`src/rtl/vsc_pkg.sv`:
```
package vsc_pkg;

  localparam int NUM_LEVELS = 5;
  localparam int LEVEL_W    = 3;
  localparam int LED_W      = 5;
  localparam int PHASE_W    = 5;
  localparam int TIMEOUT_W  = 16;
  localparam int ADC_W      = 8;
  localparam int STORED_W   = 8;
  localparam int WIN_W      = 9;

  localparam logic [LEVEL_W-1:0]   LEVEL_FIRST      = 3'd0;
  localparam logic [LEVEL_W-1:0]   LEVEL_LAST       = 3'd4;
  localparam logic [PHASE_W-1:0]   PHASE_LAST       = 5'd19;
  localparam logic [PHASE_W-1:0]   PHASE_FAST_BLINK = 5'd10;
  localparam logic [TIMEOUT_W-1:0] TIMEOUT_RESET    = 16'd300;

  localparam logic ACT_START = 1'b0;
  localparam logic ACT_TICK  = 1'b1;
  localparam logic KEY_DOWN  = 1'b0;
  localparam logic KEY_UP    = 1'b1;

  typedef logic [LEVEL_W-1:0] level_t;
  typedef logic [LED_W-1:0]   led_t;

  typedef struct packed {
    logic                action;
    logic                key_level;
    logic [ADC_W-1:0]    adc_sample;
    logic [STORED_W-1:0] stored_level;
  } item_t;

  typedef struct packed {
    logic [2:0] cfg_pins;
    led_t       led_mask;
    logic       out_of_window;
    level_t     level_now;
    logic       in_change_mode;
    logic       save_request;
    logic       flash_all;
  } result_t;

  function automatic logic [2:0] pin_code(input level_t lvl);
    logic [2:0] code;
    case (lvl)
      3'd0: code = 3'd1;
      3'd1: code = 3'd0;
      3'd2: code = 3'd4;
      3'd3: code = 3'd6;
      3'd4: code = 3'd2;
      default: code = 3'd0;
    endcase
    return code;
  endfunction

  function automatic logic [WIN_W-1:0] win_lo(input level_t lvl);
    logic [WIN_W-1:0] lo;
    case (lvl)
      3'd0: lo = 9'd57;
      3'd1: lo = 9'd108;
      3'd2: lo = 9'd146;
      3'd3: lo = 9'd184;
      3'd4: lo = 9'd247;
      default: lo = 9'd0;
    endcase
    return lo;
  endfunction

  function automatic logic [WIN_W-1:0] win_hi(input level_t lvl);
    logic [WIN_W-1:0] hi;
    case (lvl)
      3'd0: hi = 9'd69;
      3'd1: hi = 9'd120;
      3'd2: hi = 9'd158;
      3'd3: hi = 9'd197;
      3'd4: hi = 9'd260;
      default: hi = 9'd0;
    endcase
    return hi;
  endfunction

  function automatic led_t level_mask(input level_t lvl);
    return led_t'(1) << lvl;
  endfunction

endpackage

```
`src/rtl/vsc_in_stage.sv`:
```
module vsc_in_stage
  import vsc_pkg::*;
(
  input  logic  clk,
  input  logic  rst,
  input  logic  in_valid,
  output logic  in_stall,
  input  item_t item_in,
  input  logic  advance,
  output logic  item_valid,
  output item_t item_q
);

  assign in_stall = item_valid && !advance;

  always_ff @(posedge clk) begin
    if (rst) begin
      item_valid <= 1'b0;
    end else if (!in_stall) begin
      item_valid <= in_valid;
    end
  end

  always_ff @(posedge clk) begin
    if (in_valid && !in_stall) begin
      item_q <= item_in;
    end
  end

endmodule

```
`src/rtl/vsc_core.sv`:
```
module vsc_core
  import vsc_pkg::*;
(
  input  logic                 clk,
  input  logic                 rst,
  input  logic                 fire,
  input  item_t                item,
  input  logic [TIMEOUT_W-1:0] change_timeout,
  output result_t              res
);

  level_t               selected_level;
  logic                 last_key;
  logic                 change_enabled;
  logic [TIMEOUT_W-1:0] idle_ticks;
  logic [PHASE_W-1:0]   blink_phase;
  level_t               blink_target;
  led_t                 led_bits;

  level_t               selected_level_next;
  logic                 last_key_next;
  logic                 change_enabled_next;
  logic [TIMEOUT_W-1:0] idle_ticks_next;
  logic [PHASE_W-1:0]   blink_phase_next;
  logic                 blinking;
  level_t               blink_target_next;
  led_t                 led_bits_next;

  logic                 is_start;
  logic                 press;
  logic                 in_win;
  logic [WIN_W-1:0]     adc_ext;
  logic [TIMEOUT_W-1:0] idle_inc;
  logic                 blink_due;
  led_t                 led_base;
  led_t                 led_win;
  logic                 save;
  logic                 flash;

  assign is_start = (item.action == ACT_START);
  assign press    = !is_start && change_enabled && (last_key == KEY_UP)
                    && (item.key_level == KEY_DOWN);
  assign adc_ext  = {1'b0, item.adc_sample};

  // level after load or key press
  always_comb begin
    if (is_start) begin
      if (item.stored_level < STORED_W'(NUM_LEVELS)) begin
        selected_level_next = item.stored_level[LEVEL_W-1:0];
      end else begin
        selected_level_next = LEVEL_FIRST;
      end
    end else if (press) begin
      if (selected_level == LEVEL_LAST) begin
        selected_level_next = LEVEL_FIRST;
      end else begin
        selected_level_next = selected_level + 3'd1;
      end
    end else begin
      selected_level_next = selected_level;
    end
  end

  assign in_win = (adc_ext >= win_lo(selected_level_next))
                  && (adc_ext <= win_hi(selected_level_next));

  always_comb begin
    if (is_start) begin
      led_base = '0;
    end else if (press) begin
      led_base = led_bits & ~level_mask(selected_level);
    end else begin
      led_base = led_bits;
    end
  end

  assign led_win  = in_win ? (led_base | level_mask(selected_level_next)) : led_base;
  assign blinking = !in_win;

  always_comb begin
    if (!in_win) begin
      blink_target_next = selected_level_next;
    end else if (is_start) begin
      blink_target_next = LEVEL_FIRST;
    end else begin
      blink_target_next = blink_target;
    end
  end

  assign blink_due = (blink_phase == '0)
                     || (change_enabled && (blink_phase == PHASE_FAST_BLINK));
  assign idle_inc  = (press ? '0 : idle_ticks) + 16'd1;

  always_comb begin
    save                = 1'b0;
    flash               = 1'b0;
    last_key_next       = item.key_level;
    change_enabled_next = change_enabled;
    idle_ticks_next     = idle_ticks;
    led_bits_next       = led_win;
    blink_phase_next    = (blink_phase == PHASE_LAST) ? '0 : blink_phase + 5'd1;
    if (is_start) begin
      change_enabled_next = (item.key_level == KEY_DOWN);
      last_key_next       = KEY_UP;
      idle_ticks_next     = '0;
      blink_phase_next    = '0;
      save                = (item.stored_level >= STORED_W'(NUM_LEVELS));
    end else begin
      if (blink_due && blinking) begin
        led_bits_next = led_win ^ level_mask(blink_target_next);
      end
      if (change_enabled) begin
        idle_ticks_next = idle_inc;
        if (idle_inc >= change_timeout) begin
          change_enabled_next = 1'b0;
          save                = 1'b1;
          flash               = 1'b1;
          led_bits_next       = '0;
        end
      end
    end
  end

  always_ff @(posedge clk) begin
    if (rst) begin
      selected_level <= LEVEL_FIRST;
      last_key       <= KEY_UP;
      change_enabled <= 1'b0;
      idle_ticks     <= '0;
      blink_phase    <= '0;
      blink_target   <= LEVEL_FIRST;
      led_bits       <= '0;
    end else if (fire) begin
      selected_level <= selected_level_next;
      last_key       <= last_key_next;
      change_enabled <= change_enabled_next;
      idle_ticks     <= idle_ticks_next;
      blink_phase    <= blink_phase_next;
      blink_target   <= blink_target_next;
      led_bits       <= led_bits_next;
    end
  end

  assign res.cfg_pins       = pin_code(selected_level_next);
  assign res.led_mask       = led_bits_next;
  assign res.out_of_window  = !in_win;
  assign res.level_now      = selected_level_next;
  assign res.in_change_mode = change_enabled_next;
  assign res.save_request   = save;
  assign res.flash_all      = flash;

endmodule

```
`src/rtl/vsc_out_stage.sv`:
```
module vsc_out_stage
  import vsc_pkg::*;
(
  input  logic    clk,
  input  logic    rst,
  input  logic    fire,
  input  result_t res_in,
  input  logic    out_stall,
  output logic    advance,
  output logic    out_valid,
  output result_t res_q
);

  assign advance = !out_valid || !out_stall;

  always_ff @(posedge clk) begin
    if (rst) begin
      out_valid <= 1'b0;
    end else if (advance) begin
      out_valid <= fire;
    end
  end

  always_ff @(posedge clk) begin
    if (fire) begin
      res_q <= res_in;
    end
  end

endmodule

```
`src/rtl/pd_voltage_select_controller_top.sv`:
```
// five-level charger voltage selector: each start or tick request passes an input register,
// combinational compare and counter logic against the level/blink/timeout state, and a
// result register, so one request is taken every clock unless out_stall holds the result;
// the state update in that single logic stage sets the rate. The user must write
// change_timeout via cfg only while no request is in flight; the block does not enforce it.
module pd_voltage_select_controller_top
  import vsc_pkg::*;
(
  input  logic                  clk,
  input  logic                  rst,
  input  logic                  in_valid,
  output logic                  in_stall,
  input  logic                  action,
  input  logic                  key_level,
  input  logic [ADC_W-1:0]      adc_sample,
  input  logic [STORED_W-1:0]   stored_level,
  output logic                  out_valid,
  input  logic                  out_stall,
  output logic [2:0]            cfg_pins,
  output logic [LED_W-1:0]      led_mask,
  output logic                  out_of_window,
  output logic [LEVEL_W-1:0]    level_now,
  output logic                  in_change_mode,
  output logic                  save_request,
  output logic                  flash_all,
  input  logic                  cfg_valid,
  output logic                  cfg_ready,
  input  logic [TIMEOUT_W-1:0]  cfg_data
);

  logic [TIMEOUT_W-1:0] change_timeout;
  item_t                item_in;
  item_t                item_q;
  logic                 item_valid;
  logic                 advance;
  logic                 fire;
  result_t              res;
  result_t              res_q;

  assign cfg_ready = 1'b1;

  always_ff @(posedge clk) begin
    if (rst) begin
      change_timeout <= TIMEOUT_RESET;
    end else if (cfg_valid && cfg_ready) begin
      change_timeout <= cfg_data;
    end
  end

  assign item_in.action       = action;
  assign item_in.key_level    = key_level;
  assign item_in.adc_sample   = adc_sample;
  assign item_in.stored_level = stored_level;

  assign fire = item_valid && advance;

  vsc_in_stage u_in_stage (
    .clk        (clk),
    .rst        (rst),
    .in_valid   (in_valid),
    .in_stall   (in_stall),
    .item_in    (item_in),
    .advance    (advance),
    .item_valid (item_valid),
    .item_q     (item_q)
  );

  vsc_core u_core (
    .clk            (clk),
    .rst            (rst),
    .fire           (fire),
    .item           (item_q),
    .change_timeout (change_timeout),
    .res            (res)
  );

  vsc_out_stage u_out_stage (
    .clk       (clk),
    .rst       (rst),
    .fire      (fire),
    .res_in    (res),
    .out_stall (out_stall),
    .advance   (advance),
    .out_valid (out_valid),
    .res_q     (res_q)
  );

  assign cfg_pins       = res_q.cfg_pins;
  assign led_mask       = res_q.led_mask;
  assign out_of_window  = res_q.out_of_window;
  assign level_now      = res_q.level_now;
  assign in_change_mode = res_q.in_change_mode;
  assign save_request   = res_q.save_request;
  assign flash_all      = res_q.flash_all;

`ifndef SYNTHESIS
  a_flash_ends_mode: assert property (@(posedge clk) disable iff (rst)
    out_valid && flash_all |-> save_request && !in_change_mode && (led_mask == '0))
    else $error("flash without save or with change mode still on");

  a_level_range: assert property (@(posedge clk) disable iff (rst)
    out_valid |-> (level_now <= LEVEL_LAST))
    else $error("selected level out of range");

  a_in_window_led: assert property (@(posedge clk) disable iff (rst)
    out_valid && !out_of_window && !flash_all |-> led_mask[level_now])
    else $error("level led dark while sample in window");

  a_no_fire_on_hold: assert property (@(posedge clk) disable iff (rst)
    out_valid && out_stall |-> !fire)
    else $error("result register overwritten while held");
`endif

endmodule
```
`config.mk`:
```
export PLATFORM = sky130hd
export DESIGN_NAME = pd_voltage_select_controller_top
export DESIGN_NICKNAME = d
export VERILOG_FILES = /design/src/rtl/vsc_pkg.sv /design/src/rtl/vsc_in_stage.sv /design/src/rtl/vsc_core.sv /design/src/rtl/vsc_out_stage.sv /design/src/rtl/pd_voltage_select_controller_top.sv
export SDC_FILE = /design/constraint.sdc
export NUM_CORES = 1
export LEC_CHECK = 0
export ABC_AREA = 1
export BUFFER_PORTS_ARGS = -buffer_cell sky130_fd_sc_hd__buf_2
export CAP_MARGIN = 20
export CELL_PAD_IN_SITES_DETAIL_PLACEMENT = 0
export CELL_PAD_IN_SITES_GLOBAL_PLACEMENT = 1
export CORE_UTILIZATION = 48
export CTS_BUF_LIST = sky130_fd_sc_hd__clkbuf_8
export CTS_CLUSTER_SIZE = 16
export DETAILED_ROUTE_END_ITERATION = 16
export GPL_TIMING_DRIVEN = 0
export PLACE_DENSITY = 0.88
export SLEW_MARGIN = 20
export SYNTH_ARGS = -nofsm -noshare
export SYNTH_HDL_FRONTEND = slang
export SYNTH_SLANG_ARGS = --single-unit
```
`constraint.sdc`:
```
create_clock -name clk -period 8.42 [get_ports clk]
set_input_delay 0.842 -clock clk [delete_from_list [all_inputs] [get_ports clk]]
set_output_delay 0.842 -clock clk [all_outputs]
set_load 0.05 [all_outputs]
```
==> flow_summary.json, run 1 <==
{
  "outcome": "finished, final reports clean",
  "hold-path-endpoint": "u_core.idle_ticks[14]$_SDFFE_PP0P_",
  "clkSinkCount": 84,
  "r2r_cells": 23,
  "fin_tns_setup_ns": 0,
  "yosys.area_share.simple_pct": 23.9,
  "ys_seq_area_share_pct": 41.9,
  "synth-edff-count": 33,
  "cpMostUsedCell": "nand3_1",
  "diodes": 0,
  "avgSynthCellArea_um2": 7.95,
  "ant_nets": 0,
  "clk_latency_ns": 0.36,
  "hp-start": "u_core.idle_ticks[14]$_SDFFE_PP0P_",
  "ys_ff_latch": 84,
  "worst_pin_slew_ns": 0.648,
  "drc_errors": 0,
  "postCtsSetupBuffers": 0,
  "fin_crit_sh_pct": 48.7,
  "cp_cell_sequence": "nand2_4 > nor2_8 > buf_2 > nor2_1 > ha_1 > and3_1 > nand3_2 > nor2_2 > nand3_1 > nor2_1 > nand3_1 > xor2_1 > inv_1 > ha_1 > nand2_1 > inv_1 > nand3_1 > nor3_1 > nand3_1 > nand3_1 > nand2_1 > nand3_1 > inv_1",
  "min_path_cells": 2,
  "antenna_found_initial": 0,
  "ios": 57,
  "synth_top_family_by_area": "simple AND/OR/NAND/NOR gates",
  "yosysMostFrequentCell": "nand2_1",
  "path_buf_inv": 4,
  "grt_pass1_vias": 3711,
  "cp_top_family": "simple AND/OR/NAND/NOR gates",
  "dieArea_um2": 10400,
  "timing_hold_violations_final": 0,
  "ctsResizeCount": 0,
  "setup_viol_count_final": 0,
  "finish.utilization_pct": 56.1,
  "drv_cap": 0,
  "dp_slack_ns": 4.33,
  "grt_use_total_pct": 21.4,
  "path_class": "reg -> reg",
  "wl_per_cell_um": 12.7,
  "drive_gt1_share_pct": 16.6,
  "synth_nets": 684,
  "nets": 749,
  "cp.arrival_ns": 4.21,
  "first_pass_iters": 4,
  "rsz0062_at_grt": "false",
  "grt_pass1_wl_um": 17200,
  "irDropWorstVdd_uv": 93.7,
  "die_h_um": 102,
  "r2r_slack_ns": 4.32,
  "slew_headroom_pct": 56.7,
  "overflow": 0,
  "syn-instance-count": 604,
  "vias": 3990,
  "root_buffer": "clkbuf_8",
  "coreArea_um2": 9730,
  "critPathRequiredTime_ns": 8.54,
  "synthXorXnorAreaFrac_pct": 2.55,
  "worstReg2RegEnd": "u_out_stage.res_q[7]$_DFFE_PP_",
  "synth_mux_area_share_pct": 0,
  "start_util_pct": 49.4,
  "synth.area.top_cells": "dfxtp_1 21%, edfxtp_1 21%, ha_1 11%",
  "synth_area_um2": 4800,
  "end_kind": "register",
  "p_leak_nw": 2.59,
  "avgViaCountPerCell": 4.94,
  "power.density_nw_per_um2": 171,
  "r2r_start": "u_in_stage.item_q[17]$_DFFE_PP_",
  "finClkSkew_ns": 0.0131,
  "slowest_stage": "edfxtp_1",
  "min_period_ns": 4.10,
  "tritoncts": "built",
  "cp_max_fo": 10,
  "finalPower_uw": 935,
  "area_delta_synth_final_pct": 13.6,
  "drt-initial-drc-count": 126,
  "synthAdderAreaFrac_pct": 10.7,
  "port_buffers": 54,
  "slowest_delay_ns": 0.44,
  "rows": 36,
  "clk_path_buf_depth": 2,
  "synth_warnings": 0,
  "dp_hpwl_um": 7900,
  "synth.top_cell.area_share_pct": 21.3,
  "min_path_type": "reg -> reg",
  "synth-compound-area-share_pct": 11.6,
  "synthTopCellsByCount": "116 x nand2_1, 93 x inv_1, 59 x a21oi_1",
  "holdBufCountCts": 0,
  "layout_setup_ws_ns": 4.32,
  "synthArstFlopShare_pct": 0,
  "place.gp.congestion": 0.866,
  "grt_max_degree": 24,
  "fill_cells": 934,
  "htreeDepth": 3,
  "die_x_um": 102,
  "timing.fmax_ghz": 0.244,
  "startpoint_type": "register",
  "finalWirelength_um": 10300,
  "clkTransAtPathRegs_ns": 0.08,
  "synth_top_flop_cell": "dfxtp_1",
  "synth_cell_types": 39,
  "cts_buffers": 9,
  "synth_largest_area_cell": "dfxtp_1",
  "slew_violations": 0
}
==> sequential cells by signal (all words and copies together) (netlist names) <==
register	flops
u_in_stage.item_q	18
change_timeout	16
u_core.idle_ticks	16
u_out_stage.res_q	15
u_core.blink_phase	5
u_core.led_bits	5
u_core.selected_level	3
u_core.blink_target	2
u_core.change_enabled	1
u_core.last_key	1
u_in_stage.item_valid	1
u_out_stage.out_valid	1
==> placed cells by master, fill, tap and decap left out, drive strengths merged <==
cell type and count:
ha 41, o211ai 4, and3 1, or2 2, nor2 59, bufinv 2, inv 100, a211oi 1
clkbuf 22, conb 1, clkinv 5, nor3b 1, a41oi 1, o2111ai 1, nand2 127, xnor2 3
a21oi 59, nand3 44, o21ai 37, buf 58, xor2 11, a21o 1, dfxtp 51, nor3 2
nand4 5, edfxtp 33, a21boi 1, o22ai 1
==> how the worst max path moves through the flow <==
stage                               startpoint                              end  cells past startpoint
2_1_floorplan  u_in_stage.item_q[17]$_DFFE_PP_  u_out_stage.res_q[10]$_DFFE_PP_                     23
3_3_place_gp   u_in_stage.item_q[17]$_DFFE_PP_   u_out_stage.res_q[7]$_DFFE_PP_                     23
3_5_place_dp   u_in_stage.item_q[17]$_DFFE_PP_   u_out_stage.res_q[7]$_DFFE_PP_                     23
4_1_cts        u_in_stage.item_q[17]$_DFFE_PP_   u_out_stage.res_q[7]$_DFFE_PP_                     23
5_1_grt        u_in_stage.item_q[16]$_DFFE_PP_   u_out_stage.res_q[7]$_DFFE_PP_                     24
6_report       u_in_stage.item_q[17]$_DFFE_PP_   u_out_stage.res_q[7]$_DFFE_PP_                     23
==> metrics by stage <==
step	std cells	hold slack, ns	cell area, µm²
after floorplan	604	0.439	4800
after global placement	791	0.452	5240
after detailed placement	791	0.456	5240
final	807	0.469	5460
after CTS	807	0.469	5460
after global routing	807	0.489	5460
==> report_power, final <==
| group | internal [mW] | switching, mW | total [mW] |
|---|---|---|---|
| registers | 0.445 | 0.00886 | 0.454 |
| clock network | 0.166 | 0.150 | 0.316 |
| logic | 0.0524 | 0.113 | 0.165 |
| total | 0.664 | 0.271 | 0.935 |
==> metal layers <==
metal	wire length [µm]	up-vias	global-route usage (%)
met5	0	-	0
met4	112	0	6.15
met2	4500	94	33.4
met1	5110	1795	30.2
li1	-	2090	-
met3	537	11	4.10
==> cells by family after synthesis <==
logic type	Yosys count
flops	84
simple gates	241
buf+inv	117
fa+ha+maj	41
other cells	1
compound gates	106
xor+xnor	14
==> worst register-to-register path: cells and delay by family (launching register included) <==
family	cells	cell delay, ns
XOR/XNOR	1	0.15
adder cells (fa/ha/maj)	2	0.48
buffers and inverters	4	0.37
flip-flops	1	0.44
AND/OR/NAND/NOR	16	2.41
==> cell type report <==
type                    instances  area (µm²)  share of cell area (%)
multi-input cells             403        2340                    42.9
flip-flops and latches         84        2010                    36.9
inverters                     100         377                    6.90
repair buffers                 54         270                    4.95
well taps                     133         166                    3.05
clock buffers                   9         124                    2.27
clock inverters                 7        90.1                    1.65
plain buffers                  17        73.8                    1.35
No activity file was read; power rests on OpenSTA's default activity.
==> run 2: changes to the inputs <==
CORE_UTILIZATION = 45   (was 48)
PLACE_DENSITY = 0.83   (was 0.88)
clock period = 4.23 ns   (was 8.42 ns; I/O delays follow)
==> run 2 against run 1 <==
Net effect: die area up 6.5%; worst setup slack worse by 4.0 ns; fmax up 6.0%; clock skew down 0.0053 ns; wire length up 2.8%; critical endpoint unchanged; sequential cell count unchanged; largest cell class unchanged.
==> flow_summary.json, run 2 (synthesized netlist as in run 1, its figures left out) <==
{
  "clkTransAtPathRegs_ns": 0.08,
  "min_period_ns": 3.87,
  "finalPower_mw": 1.72,
  "min_path_cells": 1,
  "tritoncts": "built",
  "regMostFlops": "u_in_stage.item_q",
  "vias": 3989,
  "fin_cells": 810,
  "place_area_um2": 5250,
  "cp.arrival_ns": 3.99,
  "area_delta_synth_final_pct": 13.1,
  "wl_per_cell_um": 13.0,
  "die_x_um": 105,
  "place.gp.congestion": 0.888,
  "die_h_um": 105,
  "design_area_um2": 5440,
  "setup_viol_count_final": 0,
  "layout_setup_ws_ns": 0.364,
  "timing.fmax_ghz": 0.259,
  "clk_path_buf_depth": 2,
  "cpMostUsedCell": "nand3_1",
  "slowest_delay_ns": 0.46,
  "avgViaCountPerCell": 4.92,
  "grt_max_degree": 24,
  "clk_latency_ns": 0.36,
  "ant_nets": 0,
  "timing_hold_violations_final": 0,
  "dp_cells": 794,
  "drv_cap": 0,
  "grt_use_total_pct": 20.5,
  "postCtsSetupBuffers": 0,
  "multi_input_area_um2": 2380,
  "drt-initial-drc-count": 190,
  "worst_pin_slew_ns": 0.629,
  "port_buffers": 54,
  "antenna_found_initial": 0,
  "p_leak_nw": 2.58,
  "start_util_pct": 46.5,
  "cp_top_family": "simple AND/OR/NAND/NOR gates",
  "dp_hpwl_um": 8070,
  "dp_slack_ns": 0.197,
  "route.met3.wl_um": 375,
  "wl_met2_um": 4680,
  "layout_commonest_cell": "nand2_1",
  "fill_cells": 1038,
  "cp_num_cells": 23,
  "irDropWorstVdd_uv": 163,
  "top_regs": "u_in_stage.item_q: 18 flops, change_timeout: 16 flops, u_core.idle_ticks: 16 flops",
  "critPathRequiredTime_ns": 4.35,
  "seq_area_um2": 2010,
  "rows": 37,
  "outcome": "finished, final reports clean",
  "r2r_cells": 23,
  "largest_reg_flops": 18,
  "cp_max_fo": 10,
  "ios": 57,
  "finish.utilization_pct": 52.6,
  "startpoint_type": "register",
  "power.density_nw_per_um2": 316,
  "root_buffer": "clkbuf_8",
  "path_buf_inv": 4,
  "overflow": 0,
  "slew_headroom_pct": 58.1,
  "drive_gt1_share_pct": 17.1,
  "first_pass_iters": 4,
  "slew_violations": 0,
  "nets": 749,
  "clkSinkCount": 84,
  "hold_slack_ns": 0.234,
  "slowest_stage": "edfxtp_1",
  "cp_cell_sequence": "nand2_4 > nor2_8 > buf_2 > nor2_1 > ha_1 > and3_1 > nand3_2 > nor2_2 > nand3_1 > nor2_2 > nand3_1 > xor2_1 > inv_1 > ha_1 > nand2_1 > inv_1 > nand3_1 > nor3_2 > nand3_1 > nand3_2 > nand2_2 > nand3_1 > inv_1",
  "highest_layer": "met4",
  "mostFrequentLayoutCells": "115 x nand2_1, 96 x inv_1, 57 x a21oi_1",
  "rsz0062_at_grt": "false",
  "wl_met1_um": 5310,
  "min_path_type": "in -> reg",
  "dieArea_um2": 11100,
  "grt_pass1_wl_um": 17800,
  "finalWirelength_um": 10500,
  "grt_pass1_vias": 3787,
  "end_kind": "register",
  "htreeDepth": 3,
  "path_class": "reg -> reg",
  "fin_tns_setup_ns": 0,
  "fin_crit_sh_pct": 91.4,
  "diodes": 0,
  "cts_buffers": 9,
  "finClkSkew_ns": 0.00775,
  "drc_errors": 0,
  "coreArea_um2": 10300
}
## run 2: cell count changes in the layout (fill, tap and decap cells not counted), moves of 2 or more
cell	delta
nor2_2	+2
a21oi_1	-2
nor2_1	-2
inv_1	+3
bufinv_16	-2
## run 2: cell type report
class / count / share of cell area (%)
sequential: 84 / 37.0
inverter: 100 / 7.00
multi-input combinational: 403 / 43.7
tap: 136 / 3.13
clock inverter: 7 / 0.529
timing repair buffer: 54 / 4.97
buffer: 17 / 1.36
clock buffer: 9 / 2.28
## run 2: repair_timing
item	in CTS	in global routing
resized for setup	0	9
hold buffers	0	0
hold endpoints to repair	0	0
endpoints found under the setup margin	0	13
## run 2: path summary, 6_finish.rpt
path | start | endpoint | slack, ns
max | u_in_stage.item_q[17]$_DFFE_PP_ | u_out_stage.res_q[7]$_DFFE_PP_ | 0.36
min | adc_sample[2] | u_in_stage.item_q[10]$_DFFE_PP_ | 0.23
max reg2reg | u_in_stage.item_q[17]$_DFFE_PP_ | u_out_stage.res_q[7]$_DFFE_PP_ | 0.36
min reg2reg | u_core.idle_ticks[14]$_SDFFE_PP0P_ | u_core.idle_ticks[14]$_SDFFE_PP0P_ | 0.47
## run 2: power breakdown
group / internal [mW] / switching (mW)
Clock: 0.201 / 0.280
Sequential: 0.886 / 0.0186
Combinational: 0.105 / 0.225
Total: 1.19 / 0.524
## run 2: metal layers
metal | vias up | global-route usage [%]
met5 | - | 0
met4 | 0 | 7.75
met3 | 13 | 3.65
met2 | 73 | 31.0
met1 | 1815 | 29.2
li1 | 2088 | -
==> run 3: changes to the inputs <==
CAP_MARGIN = default   (was 20)
PLACE_DENSITY = 0.84   (was 0.83)
SYNTH_HIERARCHICAL = 1   (was default)
clock period = 3.66 ns   (was 4.23 ns; I/O delays follow)
==> run 3 against run 2 <==
Net effect: cell count is 6.4% higher; sequential power is 16% higher; global-route usage is 1.1 points lower; synthesized cell count is 5.3% higher; worst setup slack worse by 0.25 ns; core utilization is 4.5 points higher; final area is 9.9% higher; register-to-register slack worse by 0.25 ns; combinational power is 37% higher; via count is 4.8% higher; critical endpoint is now u_out_stage/res_q[1]$_DFFE_PP_.
==> flow_summary.json, run 3 <==
{
  "grtUsageMet2_pct": 28.8,
  "yosysMostFrequentCell": "nand2_1",
  "irDropWorstVdd_uv": 245,
  "area_delta_synth_final_pct": 21.2,
  "antenna_found_initial": 0,
  "diodes": 0,
  "clkPwrFrac_pct": 30.3,
  "clk_path_buf_depth": 2,
  "drc_errors": 0,
  "finish.utilization_pct": 57.1,
  "ios": 57,
  "synth_top_flop_cell": "dfxtp_1",
  "synth_largest_area_cell": "dfxtp_1",
  "avgSynthCellArea_um2": 7.75,
  "netSwitchingFraction_pct": 30.3,
  "p_leak_nw": 2.85,
  "slew_headroom_pct": 45.2,
  "p_seq_share_pct": 48.7,
  "ys_seq_area_share_pct": 40.8,
  "drt-initial-drc-count": 171,
  "worst_pin_slew_ns": 0.821,
  "top_regs": "u_in_stage/item_q: 18 flops, change_timeout: 16 flops, u_core/idle_ticks: 16 flops",
  "mostFrequentLayoutCells": "128 x nand2_1, 107 x inv_1, 56 x buf_2",
  "multi_input_area_um2": 2610,
  "port_buffers": 54,
  "nets": 801,
  "dp_cells": 826,
  "overflow": 0,
  "first_pass_iters": 6,
  "seq_area_um2": 2020,
  "grt_pass1_wl_um": 17300,
  "ys_ff_latch": 84,
  "start_util_pct": 47.1,
  "grt_use_total_pct": 19.5,
  "p_int_mw": 1.50,
  "cts_buffers": 9,
  "coreArea_um2": 10500,
  "synth.area.top_cells": "dfxtp_1 21%, edfxtp_1 20%, ha_1 10%",
  "clkTransAtPathRegs_ns": 0.09,
  "min_path_type": "in -> reg",
  "critPathRequiredTime_ns": 3.78,
  "fin_tns_setup_ns": 0,
  "synth.top_cell.area_share_pct": 20.7,
  "synth_nets": 716,
  "grt_pass1_vias": 3666,
  "min_period_ns": 3.54,
  "grt_use_met1_pct": 28.6,
  "clk_latency_ns": 0.35,
  "finalWirelength_um": 10700,
  "vias": 4182,
  "synthArstFlopShare_pct": 0,
  "dp_hpwl_um": 7900,
  "avgViaCountPerCell": 4.85,
  "tritoncts": "built",
  "drive_gt1_share_pct": 24.9,
  "root_buffer": "clkbuf_8",
  "die_h_um": 107,
  "regMostFlops": "u_in_stage/item_q",
  "setup_viol_count_final": 0,
  "fin_cells": 862,
  "pwr-share-comb_pct": 20.9,
  "clkSinkCount": 84,
  "finalPower_mw": 2.15,
  "cp_max_fo": 10,
  "place.gp.congestion": 0.841,
  "outcome": "finished, final reports clean",
  "grt_util_met3_pct": 3.22,
  "startpoint_type": "register",
  "grt_max_degree": 19,
  "synth_area_um2": 4930,
  "synth_cell_types": 41,
  "die_x_um": 107,
  "timing_hold_violations_final": 0,
  "syn-instance-count": 636,
  "rows": 37,
  "timing.fmax_ghz": 0.282,
  "synthTopCellsByCount": "134 x nand2_1, 112 x inv_1, 61 x nor2_1",
  "layout_commonest_cell": "nand2_1",
  "end_kind": "register",
  "dieArea_um2": 11400,
  "slew_violations": 0,
  "p_switching_uw": 652,
  "cp.arrival_ns": 3.66,
  "ant_nets": 0,
  "synth_warnings": 6,
  "synth-edff-count": 33,
  "power.density_nw_per_um2": 361,
  "fill_cells": 1023,
  "path_class": "reg -> reg",
  "finClkSkew_ns": 0.0131,
  "htreeDepth": 3,
  "fin_crit_sh_pct": 96.8,
  "hold_slack_ns": 0.190,
  "holdBufCountCts": 0,
  "drv_cap": 0,
  "wl_per_cell_um": 12.4,
  "largest_reg_flops": 18,
  "top_usage_layer": "met2"
}
run 3: changes by cell type after synthesis, moves of 4 or more:
| cell | delta |
|---|---|
| a21oi_1 | -14 |
| buf_4 | +5 |
| clkbuf_1 | -5 |
| inv_1 | +19 |
| nand2_1 | +18 |
| nand3b_1 | +4 |
| nor2_1 | +16 |
| o21ai_0 | -14 |
run 3: final timing paths:
kind | cells past startpoint | start | slack [ns] | end
worst max-delay path | 19 | u_in_stage/item_q[17]$_DFFE_PP_ | 0.12 | u_out_stage/res_q[1]$_DFFE_PP_
worst max register to register | 19 | u_in_stage/item_q[17]$_DFFE_PP_ | 0.12 | u_out_stage/res_q[1]$_DFFE_PP_
worst min-delay path | 1 | stored_level[4] | 0.19 | u_in_stage/item_q[4]$_DFFE_PP_
worst min register to register | 2 | u_core/idle_ticks[10]$_SDFFE_PP0P_ | 0.47 | u_core/idle_ticks[10]$_SDFFE_PP0P_
run 3: cell type report:
type                    count  area share [%]
multi-input cells         415            43.6
flip-flops and latches     84            33.8
inverters                 116            7.33
repair buffers             74            7.04
well taps                 136            2.85
plain buffers              21            2.18
clock buffers               9            2.07
clock inverters             7            1.13
run 3: what timing repair did:
item                       4_1_cts  5_1_grt
setup buffers                    5       15
resized for setup               15       52
gates cloned                     0        0
setup endpoints to repair       14       15
pin swaps                        4       23
run 3: power by group through the flow:
stage                     sequential, mW  combinational (mW)  clock, mW
final                               1.05               0.451      0.653
after global routing                1.06               0.507      0.712
after CTS                           1.05               0.400      0.670
after detailed placement            1.07               0.393          0
after global placement              1.07               0.386          0
after floorplan                     1.10               0.261          0
run 3: through the flow:
step                worst slack (ns)  area [µm²]
detailed placement            -0.524        5370
floorplan                      0.272        4930
global route                 -0.0381        5970
finish                         0.119        5970
global placement              -0.448        5370
CTS                          0.00194        5650
run 3: layer usage:
layer	wire (µm)	up-vias	part of all wire, %
li1	-	2198	-
met1	5480	1879	51
met2	4600	94	43
met3	448	11	4.2
met4	128	0	1.2
met5	0	-	0
run 3: kinds of logic (layout without fill, tap and decap cells):
| logic type | Yosys count | in the layout | share of synthesized area [%] |
|---|---|---|---|
| simple gates | 279 | 279 | 26.0 |
| buf+inv | 137 | 227 | 11.3 |
| flops | 84 | 84 | 40.8 |
| compound gates | 80 | 80 | 8.83 |
| fa+ha+maj | 41 | 41 | 10.4 |
| xor+xnor | 14 | 14 | 2.49 |
| other cells | 1 | 1 | 0.0761 |
run 3: critical path, stage by stage, from the launching register on:
cell      delay (ns)
edfxtp_1        0.44
nand2_4         0.13
nor2_8          0.08
nor2_4          0.13
nand3_2         0.12
nor2_2          0.19
nand4_1         0.22
nor4_2          0.38
nand3_1         0.16
xor2_1          0.25
ha_1            0.28
nand2_1         0.09
inv_1           0.04
nand3_1         0.09
inv_1           0.06
a21oi_2         0.15
nand3_2         0.13
nand2_4         0.17
nand2_1         0.07
buf_4           0.13
